<file path="src/dmc_pkg.sv">
// ----------------------------------------------------------------------------
// Diagonal Mahalanobis classifier package
// Shared constants and types for the classifier block.
// ----------------------------------------------------------------------------
package dmc_pkg;

  localparam int unsigned NumClasses  = 5;
  localparam int unsigned NumFeatures = 4;
  localparam int unsigned ClassW      = 3;
  localparam int unsigned FeatW       = 2;
  localparam int unsigned DataW       = 32;
  localparam int unsigned SqW         = 64;
  localparam int unsigned QCntW       = 7;
  localparam logic [DataW-1:0] ThreshReset = 32'd870102;
  localparam logic [DataW-1:0] Sat32       = 32'hFFFF_FFFF;

  localparam int unsigned InDataW  = 197;
  localparam int unsigned InTdataW = 200;
  localparam int unsigned OutTdataW = 40;

  typedef enum logic {
    REQ_LOAD     = 1'b0,
    REQ_CLASSIFY = 1'b1
  } req_type_e;

  typedef enum logic [1:0] {
    ST_IDLE,
    ST_RUN,
    ST_MERGE,
    ST_OUT
  } state_e;

  typedef struct packed {
    logic start;
    logic [FeatW-1:0] feat;
  } lane_ctl_t;

endpackage

</file>
<file path="src/dmc_merge.sv">
// ----------------------------------------------------------------------------
// Classifier merge stage
// Compares the class distances with the threshold and finds the minimum.
// ----------------------------------------------------------------------------
module dmc_merge (
  input  logic [dmc_pkg::NumClasses-1:0][dmc_pkg::DataW-1:0] sum_i,
  input  logic [dmc_pkg::DataW-1:0]                         thresh_i,
  output logic [4:0]                                        mask_o,
  output logic [dmc_pkg::DataW-1:0]                         min_o
);

  always_comb begin
    mask_o = '0;
    min_o  = dmc_pkg::Sat32;
    for (int c = 0; c < dmc_pkg::NumClasses; c++) begin
      if (c < 5 && sum_i[c] <= thresh_i) begin
        mask_o[c] = 1'b1;
      end
      if (sum_i[c] < min_o) begin
        min_o = sum_i[c];
      end
    end
  end

endmodule

</file>
<file path="config.mk">
export PLATFORM = sky130hd
export DESIGN_NAME = dmc_merge
export DESIGN_NICKNAME = d
export VERILOG_FILES = /design/src/dmc_pkg.sv /design/src/dmc_merge.sv
export SDC_FILE = /design/constraint.sdc
export NUM_CORES = 1
export LEC_CHECK = 0
export BUFFER_PORTS_ARGS = -buffer_cell sky130_fd_sc_hd__buf_2
export CORE_MARGIN = 5
export CORE_UTILIZATION = 55
export DETAILED_ROUTE_END_ITERATION = 6
export PLACE_DENSITY = 0.93
export RECOVER_POWER = 50
export SYNTH_ARGS = -nofsm -noshare
export SYNTH_HDL_FRONTEND = slang
export SYNTH_SLANG_ARGS = --single-unit
export TNS_END_PERCENT = 1
</file>
<file path="constraint.sdc">
create_clock -name vclk -period 17.1
set_input_delay 0.855 -clock vclk [all_inputs]
set_output_delay 0.855 -clock vclk [all_outputs]
set_load 0.02 [all_outputs]
</file>
Yosys cells after proc, flatten, opt, wreduce, memory -nomap -nowiden
Cells that the tools add are included.
- shift-type cells: 0
- bitwise operators: 0
- equality and inequality tests: 0
- add/sub/neg operators: 0
- reductions and logical operators: 0
- divide/modulo/power cells: 0
- $lt $le $gt $ge: 10
- multipliers: 0
- mux-type cells: 10
- operators by type and width (kind ; count):
    $le A32 B32 Y1 ; 5
    $mux W32 ; 5
    $lt A32 B32 Y1 ; 4
    $lt A32 B32 Y1 const B ; 1
    $mux W1 ; 5
- memory bits (read-only): 0
- latch bits: 0
- memories: 0
- output and inout port bits: 37
- flip-flop bits (word level): 0
- bits in writable memories: 0
- input port bits: 192

Depth between registers and ports, before layout
- depth in word-level cells: 10
- gate-level depth with buffers: 46
- mapped depth without buffers: 41

Worst setup path after synthesis
Ideal clock, no wire load.
- kind: in2out
- from: input sum_i[23] (netlist name)
- to: output min_o[0] (netlist name)
- stages on the path: 46
- data arrival time: 9.707 ns
- path slack: 6.538 ns
- path buffers: 5
- path through: inv_1 > ha_1 > a211oi_1 > o21ai_1 > o221ai_2 > nand3_1 > nor3_2 > clkbuf_1 > buf_2 > mux2i_1 > ha_1 > nand4_1 > nor3_1 > and3_1 > a211oi_1 > nand3_1 > nor2_1 > a21boi_1 > [10 not listed] > a211oi_4 > buf_6 > mux2i_1 > inv_1 > ha_1 > a21oi_1 > nor2b_1 > o21ai_0 > nand2b_1 > a21oi_1 > nor2b_1 > o21ai_0 > nand2b_1 > a221oi_1 > o211ai_1 > a211oi_4 > buf_4 > mux2i_1
- cells in the longest elaborated chain, start to end: 10
- ends and longest elaborated chain (element ; RTL line ; RTL):
    start, declared ; dmc_merge.sv:6 ; input logic [dmc_pkg::NumClasses-1:0][dmc_pkg::DataW-1:0] sum_i,
    $lt A32 B32 Y1 ; dmc_merge.sv:19 ; if (sum_i[c] < min_o) begin
    $mux W32 (*) ; dmc_merge.sv:19 ;
    $lt A32 B32 Y1 ; dmc_merge.sv:19 ;
    $mux W32 (*) ; dmc_merge.sv:19 ;
    $lt A32 B32 Y1 ; dmc_merge.sv:19 ;
    $mux W32 (*) ; dmc_merge.sv:19 ;
    $lt A32 B32 Y1 ; dmc_merge.sv:19 ;
    $mux W32 (*) ; dmc_merge.sv:19 ;
    $lt A32 B32 Y1 ; dmc_merge.sv:19 ;
    $mux W32 (*) ; dmc_merge.sv:19 ;
    end, declared ; dmc_merge.sv:9 ; output logic [dmc_pkg::DataW-1:0] min_o
Every way passes the cells marked *; elsewhere a longest branch is shown, timed or not.

Final worst setup path
- from: input sum_i[23] (netlist name)
- to: output min_o[11] (netlist name)
The elaborated chain is that of the path after synthesis.

==> key figures <==
Pwr
  – Leak Pwr: 0.00561 µW
  – IR drop worst, VDD: ~0.000031 V
  – Final Total Pwr: 453 µW
  – Power density cells: 46.3 nW/µm²

Drt
  – Vias: 9,333
  – Wire per inst: 20.0 µm
  – DRC errors left: 0
  – Via/cell ratio: roughly 6.3
  – 1st-pass router iterations: 5
  – Routed Antenna Nets: 0
  – DR iter-0 viols: 653
  – Final wirelength: between 20,000 and 30,000 µm

Worst setup path
  – CP Capture Type: primary output
  – Worst-path fanout max: 24
  – Kind of critical path: in -> out
  – CP max stage cell: a211oi_1
  – Critical Path RT: 16,250 ps
  – Crit start category: input port
  – Max incr delay on CP: 1970 ps
  – CP arrival: 13,970 ps

Place
  – Routability Congestion: ~1.0
  – # port buffers: 229
  – HPWL after detailed placement: approximately 26,000 µm

Layout
  – Final net count: 1,765
  – Area Growth Syn to Fin: 15.5%
  – Number of clock buffers in the layout: 0
  – Layout cells sized above 1: 23.0%
  – Sequential cell count: 0
  – Reg area: 0 µm²
  – Diode count: 0

Timing
  – Final Hold Viols: 0
  – Max-slew headroom: -70.1%
  – Min Tclk post-route: 14,830 ps
  – Final Max Tran Viols: 16
  – Fin Setup TNS: 0 ps
  – Period utilization: between 80 and 90%
  – RSZ-0062 raised after global routing: false
  – Fmax: 67.4 MHz
  – Count of final setup violators: 0
  – Worst-Margin Slew: between 2000 and 3000 ps

Yosys
  – Synth Area in Compound Gates: 19.2%
  – Post-synthesis sequential area ratio: 0%
  – Cell taking the most area after synthesis: ha_1
  – Largest family of logic cells by synthesized area: adder cells
  – Post-Synthesis Cells: 1,071
  – Mux contribution to synthesized area: 15.7%
  – Share of the synthesized area in the top cell type: 41.2%
  – Average size of a mapped cell: 7.91 µm²
  – Synthesis Warnings: 0
  – Mapped Area: 8470 µm²
  – Largest cells by area after synthesis: ha_1 41%, mux2_2 8.0%, mux2i_1 7.7%
  – Net Count, Synth: 1,542
  – Fraction of synthesized cell area in xor and xnor cells: 0%
  – Library cells used by synthesis: 56
  – Synth Area in Adders: 41.2%
  – Synth Area in Simple Gates: 15.7%

Flow run
  – Count of maximum capacitance violations: 1

Global routing
  – Global-route wire length before repair: between 40,000 and 50,000 µm
  – Global Route Usage Sum: 31.4%
  – Initial antenna violation count: 0
  – GRT overflow: 0
  – Vias in the first global route: 9,444
  – Largest net degree at the start of global routing: 25

Floorplanning
  – Chip height: roughly 130 µm
  – Initial Util: 55.9%
  – Die Area: 18,000 µm²
  – Num rows: 45
  – Die width: 134 µm
  – Total core area: 15,100 µm²
  – I/O pin count: 229

Clock tree
  – Buffers inserted by post-CTS timing repair: 0
  – CTS Hold Bufs: 0
  – Cts repair resizes: 0

Run status
  – Status: finished with violations
  – Failing checks: capacitance limit, slew limit

Min path
  – Worst hold-check path type: in -> out
## Yosys cell counts, drive strengths merged (4+ instances only)
master / number
mux2i: 65
inv: 163
nor3: 12
mux2: 60
a211oi: 14
nand2: 28
nor4: 6
o31ai: 4
nand2b: 31
ha: 279
buf: 11
nand3: 17
o21ai: 61
o211ai: 9
a21boi: 5
or2: 4
o21a: 20
nor2: 42
nand4: 59
a21oi: 73
a21o: 38
nor2b: 35
## cell type report
cell class | instances | area, µm²
Multi-Input combinational cell | 896 | 7770
Fill cell | 1282 | 5360
Tap cell | 188 | 235
Inverter | 163 | 612
Timing Repair Buffer | 233 | 1170
## report_power, final
part	total (µW)	switching (µW)	leakage, µW	internal, µW
registers	0	0	0	0
logic	453	262	0.00561	191
clock network	0	0	0	0
## critical path: cells and delay by family
kind	cells	cell delay [ps]
compound gates	17	5720
mux	4	1410
buf+inv	8	2300
fa+ha+maj	4	1190
simple gates	10	2460
## placed cells by master (no fill, tap or decap), types with 4 or more instances in the layout
master / n
a21o_1: 38
nand3_1: 17
o31ai_1: 4
a21boi_0: 4
o21a_1: 20
o211ai_1: 8
buf_2: 224
clkbuf_1: 5
nand2b_1: 31
mux2i_1: 65
nor3_1: 10
nand2_1: 28
nor4_1: 6
nor2b_1: 35
a21oi_1: 73
buf_4: 4
nand4_1: 59
o21ai_0: 56
nor2_1: 42
ha_1: 279
mux2_1: 6
mux2_2: 54
o21ai_1: 5
a211oi_1: 12
inv_1: 162
## stage by stage
stage	util [%]	hold WS [ps]	area, µm²	worst slack [ps]	instances
after floorplan	-	1900	8470	6540	1071
after global placement	64.8	2100	9810	4200	1480
after detailed placement	64.8	2100	9810	3840	1480
after CTS	64.8	2100	9810	3830	1480
after global routing	64.6	2130	9790	1500	1480
final	64.6	2100	9790	2270	1480
## kinds of logic (layout without fill, tap and decap cells)
kind of cell               count (synthesis)  count (layout)
and+or+nand+nor                          243             243
buffers and inverters                    175             396
adders and majority gates                279             279
muxes                                    125             125
AOI/OAI and AO/OA                        249             249
## routing by layer
| metal | global-route usage, % | vias to the layer above | wire, µm |
|---|---|---|---|
| li1 | - | 4418 | - |
| met1 | 39.0 | 4308 | 11700 |
| met2 | 55.1 | 496 | 13600 |
| met3 | 2.81 | 111 | 2670 |
| met4 | 13.7 | 0 | 1520 |
| met5 | 0 | - | 0 |
## worst paths after layout
kind                   start   endpoint  slack (ps)  depth (start not counted)
setup / recovery   sum_i[23]  min_o[11]        2270                         43
hold / removal    sum_i[138]  min_o[10]        2100                          3
No activity file was read; power rests on OpenSTA's default activity.
