**src/dmc_pkg.sv**
```systemverilog
// ----------------------------------------------------------------------------
// Diagonal Mahalanobis classifier package
// Shared constants and types for the classifier block.
// ----------------------------------------------------------------------------
package dmc_pkg;

  localparam int unsigned NumClasses  = 5;
  localparam int unsigned NumFeatures = 4;
  localparam int unsigned ClassW      = 3;
  localparam int unsigned FeatW       = 2;
  localparam int unsigned DataW       = 32;
  localparam int unsigned SqW         = 64;
  localparam int unsigned QCntW       = 7;
  localparam logic [DataW-1:0] ThreshReset = 32'd870102;
  localparam logic [DataW-1:0] Sat32       = 32'hFFFF_FFFF;

  localparam int unsigned InDataW  = 197;
  localparam int unsigned InTdataW = 200;
  localparam int unsigned OutTdataW = 40;

  typedef enum logic {
    REQ_LOAD     = 1'b0,
    REQ_CLASSIFY = 1'b1
  } req_type_e;

  typedef enum logic [1:0] {
    ST_IDLE,
    ST_RUN,
    ST_MERGE,
    ST_OUT
  } state_e;

  typedef struct packed {
    logic start;
    logic [FeatW-1:0] feat;
  } lane_ctl_t;

endpackage

```
**src/dmc_lane.sv**
```systemverilog
// ----------------------------------------------------------------------------
// Classifier lane
// Accumulates one class distance: for each feature it squares the difference,
// divides by the variance bit-serially and adds the saturated quotient.
// ----------------------------------------------------------------------------
module dmc_lane (
  input  logic                        clk_i,
  input  logic                        rst_ni,
  input  dmc_pkg::lane_ctl_t          ctl_i,
  input  logic [dmc_pkg::DataW-1:0]   x_i,
  input  logic [dmc_pkg::DataW-1:0]   mean_i,
  input  logic [dmc_pkg::DataW-1:0]   var_i,
  output logic                        busy_o,
  output logic [dmc_pkg::DataW-1:0]   sum_o
);

  logic [dmc_pkg::SqW-1:0]    num_q, num_d;
  logic [dmc_pkg::DataW:0]    rem_q, rem_d;
  logic [dmc_pkg::DataW-1:0]  var_q, var_d;
  logic [dmc_pkg::QCntW-1:0]  cnt_q, cnt_d;
  logic                       busy_q, busy_d;
  logic                       ovf_q, ovf_d;
  logic [dmc_pkg::DataW+1:0]  acc_q, acc_d;
  logic [dmc_pkg::DataW:0]    diff;
  logic [dmc_pkg::DataW-1:0]  mag;
  logic [dmc_pkg::DataW:0]    trial;
  logic [dmc_pkg::DataW:0]    shifted;
  logic [dmc_pkg::DataW-1:0]  term;

  assign diff = {x_i[dmc_pkg::DataW-1], x_i} - {mean_i[dmc_pkg::DataW-1], mean_i};
  assign mag  = diff[dmc_pkg::DataW] ? dmc_pkg::DataW'(-diff) : diff[dmc_pkg::DataW-1:0];
  assign shifted = {rem_q[dmc_pkg::DataW-1:0], num_q[dmc_pkg::SqW-1]};
  assign trial   = shifted - {1'b0, var_q};

  always_comb begin
    num_d  = num_q;
    rem_d  = rem_q;
    var_d  = var_q;
    cnt_d  = cnt_q;
    busy_d = busy_q;
    ovf_d  = ovf_q;
    acc_d  = acc_q;
    term   = '0;
    if (ctl_i.start) begin
      num_d  = 64'(mag) * 64'(mag);
      rem_d  = '0;
      var_d  = var_i;
      cnt_d  = '0;
      busy_d = 1'b1;
      ovf_d  = (var_i == '0);
      if (ctl_i.feat == '0) begin
        acc_d = '0;
      end
    end else if (busy_q) begin
      num_d = {num_q[dmc_pkg::SqW-2:0], 1'b0};
      if (!trial[dmc_pkg::DataW]) begin
        rem_d    = trial;
        num_d[0] = 1'b1;
        if (cnt_q < dmc_pkg::QCntW'(dmc_pkg::DataW)) begin
          ovf_d = 1'b1;
        end
      end else begin
        rem_d = shifted;
      end
      cnt_d = cnt_q + 1'b1;
      if (cnt_q == dmc_pkg::QCntW'(dmc_pkg::SqW - 1)) begin
        busy_d = 1'b0;
        term   = ovf_d ? dmc_pkg::Sat32 : num_d[dmc_pkg::DataW-1:0];
        acc_d  = acc_q + {2'b00, term};
      end
    end
  end

  always_ff @(posedge clk_i or negedge rst_ni) begin
    if (!rst_ni) begin
      busy_q <= 1'b0;
      cnt_q  <= '0;
    end else begin
      busy_q <= busy_d;
      cnt_q  <= cnt_d;
    end
  end

  always_ff @(posedge clk_i) begin
    num_q <= num_d;
    rem_q <= rem_d;
    var_q <= var_d;
    ovf_q <= ovf_d;
    acc_q <= acc_d;
  end

  assign busy_o = busy_q;
  assign sum_o  = (acc_q[dmc_pkg::DataW+1:dmc_pkg::DataW] != 2'b00) ? dmc_pkg::Sat32
                                                                   : acc_q[dmc_pkg::DataW-1:0];

endmodule

```
**config.mk**
```make
export PLATFORM = sky130hd
export DESIGN_NAME = dmc_lane
export DESIGN_NICKNAME = d
export VERILOG_FILES = /design/src/dmc_pkg.sv /design/src/dmc_lane.sv
export SDC_FILE = /design/constraint.sdc
export NUM_CORES = 2
export LEC_CHECK = 0
export BUFFER_PORTS_ARGS = -buffer_cell sky130_fd_sc_hd__buf_2
export CAP_MARGIN = 10
export CORE_MARGIN = 10
export CORE_UTILIZATION = 55
export DETAILED_ROUTE_END_ITERATION = 6
export PLACE_DENSITY = 0.81
export SYNTH_ARGS = -nofsm -noshare
export SYNTH_HDL_FRONTEND = slang
export SYNTH_SLANG_ARGS = --single-unit
```
**constraint.sdc**
```tcl
create_clock -name clk_i -period 10.1 [get_ports clk_i]
set_clock_uncertainty 0.15 [all_clocks]
set_input_delay 2.02 -clock clk_i [delete_from_list [all_inputs] [get_ports clk_i]]
set_output_delay 2.02 -clock clk_i [all_outputs]
set_load 0.02 [all_outputs]
```
; Word level (Yosys, flattened, before mapping)
; Index checks and enable logic that the tools add are counted.
[totals]
register_bits = 171
in_bits = 101
out_inout_bits = 33
word_cells = 46
[op_classes]
add_sub_neg = 5
n_mul = 1
order_cmp = 1
n_eq_ne = 2
mux = 24
n_reduce_logical = 6
[op_table]
columns = op, count
row1 = 34-bit two-way mux, 4
row2 = 32-bit two-way mux, 4
row3 = 64-bit two-way mux, 2
row4 = 32-bit by 32-bit multiplier with 64-bit output, 1
row5 = 34-bit by 32-bit adder with 34-bit output, 1
row6 = 32-bit by 32-bit subtractor with 33-bit output, 1
row7 = 33-bit by 32-bit subtractor with 33-bit output, 1
row8 = 32-bit zero test, 1
row9 = 32-bit negator, 1
row10 = 7-bit two-way mux, 2
row11 = 1-bit two-way mux, 12
row12 = 7-bit by 1-bit adder with 7-bit output (second input constant), 1
row13 = 7-bit by 6-bit equality test with 1-bit output (second input constant), 1
row14 = 7-bit by 6-bit < comparator with 1-bit output (second input constant), 1
row15 = 2-bit nonzero test, 3
row16 = 3-bit AND reduction, 1
row17 = 2-bit zero test, 1
row18 = 2-bit by 1-bit != test with 1-bit output (second input constant), 1

; Depth between registers and ports, before layout
[logic_depth]
word_depth = 10
ltp_mapped = 48
ltp_nobuf = 43

; Worst setup path after synthesis
; No wires, ideal clock.
[synth_timing]
kind = input -> register
start = input port x_i[0] (netlist name)
end = register num_q[39] (netlist name), data pin
setup_time_ns = 0.260
t_arrival_ns = 12.359
path_slack_ns = -2.669
cell_stages = 47
n_path_buf = 7
cell_sequence = inv_1 > ha_1 > fa_1 > nand2b_1 > a21boi_1 > o311ai_0 > o21ai_0 > o21ai_2 > o21ai_1 > and3_1 > or2_1 > clkbuf_1 > clkbuf_1 > buf_2 > nor2_1 > xor2_1 > clkbuf_1 > buf_2 > [11 not listed] > fa_1 > fa_1 > inv_1 > ha_1 > clkbuf_1 > and3_1 > a211oi_1 > or3_1 > nand3_1 > or2_2 > clkbuf_1 > a21o_1 > a21oi_1 > o31ai_1 > a21oi_1 > o21ai_0 > xor2_1 > mux2_2
[synth_between]
elab_chain_len = 5
[synth_rtl]
columns = item, line_no
row1 = "start, declared", dmc_lane.sv:10  ; input logic [dmc_pkg::DataW-1:0] x_i,
row2 = 32-bit by 32-bit subtractor with 33-bit output *, dmc_lane.sv:30  ; assign diff = {x_i[dmc_pkg::DataW-1], x_i} - {mean_i[dmc_pkg::DataW-1], mean_i};
row3 = 32-bit negator, dmc_lane.sv:31  ; assign mag = diff[dmc_pkg::DataW] ? dmc_pkg::DataW'(-diff) : diff[dmc_pkg::DataW-1:0];
row4 = 32-bit two-way mux *, dmc_lane.sv:31
row5 = 32-bit by 32-bit multiplier with 64-bit output *, dmc_lane.sv:45  ; num_d = 64'(mag) * 64'(mag);
row6 = 64-bit two-way mux *, dmc_lane.sv:44  ; if (ctl_i.start) begin
row7 = named net num_d (one bit), dmc_lane.sv:17  ; logic [dmc_pkg::SqW-1:0] num_q, num_d;
row8 = "end signal, assigned", dmc_lane.sv:85  ; num_q <= num_d;
row9 = "end, declared", dmc_lane.sv:17
; Mark *: on every way through the listed nets, which the timed path passes. The rest lies on a longest branch.
; A chain may end at the register's enable or synchronous reset.

; Worst setup path in the final report
[layout_timing]
start = input port x_i[0] (netlist name)
end = register num_q[63] (netlist name), data pin
; The elaborated chain is that of the path after synthesis.

==> metrics.txt <==
Syn Inst Count=4568; Syn Nets=5848; CP peak stage delay=0.57 ns; Clock Sinks=171; gr usage total=28.7%; slowest CP cell=fa_1; final worst path period share=124%; Syn Std Cell Area=41700 µm²; placed insts=6323; # IOs=134; Yosys reg bits=171; # nets final=6744; Die X=295 µm; post-DR vias/cell=5.61; Final Core Density=70.9%; Final Hold Fails=0; status=finished, violations left; Finished Layout Cells=6447; number of library cell types mapped by synthesis=82; Post-synth ARST share=4.68%; RSZ-0062 raised after global routing=true; Avg Cell Area, Syn=9.14 µm²; WL final=130 mm; Synth Area in XOR/XNOR=4.21%; Inserted Clock Buffers=17; CTS Buffer Depth=2; max-cap violations=0; drt drc=0; WS Path Type=primary input to flip-flop; area grow syn2layout=27.1%; first-pass GRT wire length=198 mm; DIE AREA=87300 µm²; Yosys warnings=0; Final Max Tran Viols=0; Tmin final=12.53 ns; failing checks=setup timing; cell area after layout=53000 µm²; mux contribution to synthesized area=2.14%; vias in the first global route=39100; Placed Instance Area=50000 µm²; post-synthesis compound-gate area fraction=8.83%; post-detail-place hpwl=102 mm; CTS tree=done; FF-to-FF path depth=29; starting density of the core=55.8%; initial antenna violation count=2; Reg clk slew, reported paths=0.07 ns; largest net degree at the start of global routing=87; Seq/Total Area, Yosys=11.4%; Via Count=36200; clock insertion delay at the later pin of the skew report=0.45 ns; final RePlAce weighted congestion=1.02; number of DRC markers in iteration 0=2718; class of the worst hold path=flip-flop to flip-flop; WP data arrival=12.57 ns; relative slew slack=27.8%; Most used DFF post-synth=edfxtp_1; Slew @ Worst Pin=1.08 ns; drt first pass iters=6; most frequent cells in the layout=inv_1 (1055), buf_4 (818), fa_1 (772); layout cells sized above 1=27.9%; ANT nets after route=0; fill cell count=5046; number of flops mapped to enable cells by yosys=131; Worst Hold Depth=2; chip height=295 µm; Critical Path RT=10.14 ns; main combinational cell family by area after synthesis=adder cells; final setup fails=52; post-synthesis simple-gate area fraction=12.3%; critical path launch point type=primary input; grt total ovfl=0; CTS root buf=clkbuf_16; H-tree levels=4; worst setup margin=-2.43 ns; achievable frequency=79.8 MHz; Rows=100; CP Max Fanout=5; Core Area=74800 µm²; fraction of the mapped netlist area in adder cells=49.7%; leading cell type in the layout, fill and taps excluded=inv_1; wire per inst=20.2 µm; crit-path most repeated cell=fa_1; Port Buf Inserts=133; Setup crit end kind=flip-flop
==> worst max-delay path, delay by kind of cell <==
family	cells	cell delay, ns
adders and majority gates	11	4.83
and+or+nand+nor	11	2.41
AOI/OAI and AO/OA	9	1.48
buffers and inverters	12	1.11
xor gates and xnor gates	3	0.68
==> metal layers <==
| metal | global-route usage (%) | up-vias | share of wire (%) |
|---|---|---|---|
| met5 | 0 | - | 0.012 |
| met4 | 16.4 | 2 | 6.8 |
| met3 | 5.51 | 615 | 9.2 |
| met2 | 48.8 | 1854 | 48 |
| met1 | 33.8 | 17700 | 36 |
| li1 | - | 16000 | - |
==> final timing paths <==
kind,start,end,slack (ns)
worst max-delay path,x_i[0],num_q[63],-2.43
worst min-delay path,rem_q[19],rem_q[19],0.35
worst max register to register,num_q[63],acc_q[26],1.44
worst min register to register,rem_q[19],rem_q[19],0.35
max in group asynchronous,rst_ni,busy_o,8.35
min in group asynchronous,rst_ni,cnt_q[2],1.25
==> stage by stage <==
step,setup WS (ns),setup TNS [ns],hold WS [ns]
floorplan,-1.93,-64.85,0.303
global placement,-2.80,-107.51,0.326
detailed placement,-2.80,-114.44,0.338
CTS,-1.93,-72.43,0.353
global route,-2.63,-99.36,0.380
finish,-2.43,-85.91,0.351
==> registers in the layout, indices dropped and copies added (netlist names) <==
register	flops
ovf_q	1
cnt_q	7
busy_o	1
rem_q	32
num_q	64
acc_q	34
var_q	32
==> final cells by class <==
class	instances	area, µm²	area share [%]
tap	969	1210	2.29
antenna	1	2.50	0.00472
sequential	171	4780	9.00
multi-input combinational	3144	34500	65.0
timing repair inverter	2	15.0	0.0283
inverter	1100	4160	7.83
clock buffer	18	429	0.809
clock inverter	14	128	0.241
timing repair buffer	1028	7860	14.8
==> timing repair <==
| action | 4_1_cts | 5_1_grt |
|---|---|---|
| pin swaps | 99 | 154 |
| buffers inserted | 47 | 60 |
| hold buffers | 0 | 0 |
| endpoints found under the setup margin | 54 | 54 |
| gates resized for setup | 172 | 257 |
| gates cloned | 2 | 0 |
==> synthesized netlist by cell type, drive strengths merged, types with 5 or more instances <==
| cell type | number | share of area [%] |
|---|---|---|
| and3 | 33 | 0.51 |
| nor2b | 19 | 0.28 |
| o31ai | 17 | 0.31 |
| and2 | 23 | 0.35 |
| edfxtp | 131 | 9.4 |
| nand2b | 64 | 0.96 |
| buf | 42 | 0.53 |
| nand3b | 5 | 0.090 |
| o2111ai | 5 | 0.10 |
| dfxtp | 32 | 1.5 |
| o211ai | 9 | 0.16 |
| a211oi | 39 | 0.73 |
| dfrtp | 8 | 0.48 |
| a31oi | 14 | 0.21 |
| mux2 | 51 | 1.4 |
| clkbuf | 111 | 1.0 |
| and4 | 10 | 0.21 |
| o21a | 21 | 0.38 |
| xnor2 | 120 | 2.6 |
| a211o | 9 | 0.19 |
| nor2 | 431 | 3.9 |
| nor3 | 37 | 0.44 |
| or2 | 21 | 0.31 |
| a2111oi | 9 | 0.19 |
| a21oi | 183 | 2.2 |
| o21ai | 86 | 1.0 |
| ha | 381 | 11 |
| a31o | 11 | 0.23 |
| nor4 | 19 | 0.36 |
| a21o | 82 | 1.5 |
| nand2 | 340 | 3.1 |
| nand4 | 25 | 0.37 |
| xor2 | 77 | 1.6 |
| mux2i | 32 | 0.77 |
| fa | 798 | 38 |
| inv | 1096 | 9.9 |
| o21bai | 26 | 0.47 |
| or3 | 46 | 0.69 |
| a311oi | 7 | 0.15 |
| nand3 | 33 | 0.40 |
| o311ai | 5 | 0.10 |
==> kinds of logic (layout without fill, tap and decap cells) <==
group,Yosys count,in the layout
AOI/OAI and AO/OA,563,563
adders and majority gates,1179,1179
muxes,83,83
buffers and inverters,1253,2162
and+or+nand+nor,1122,1122
DFF,171,171
other,0,1
xor gates and xnor gates,197,197
Power is left out: the tool's default activity adds up to more than one toggle a clock period on the data nets, which glitch-free logic cannot reach.
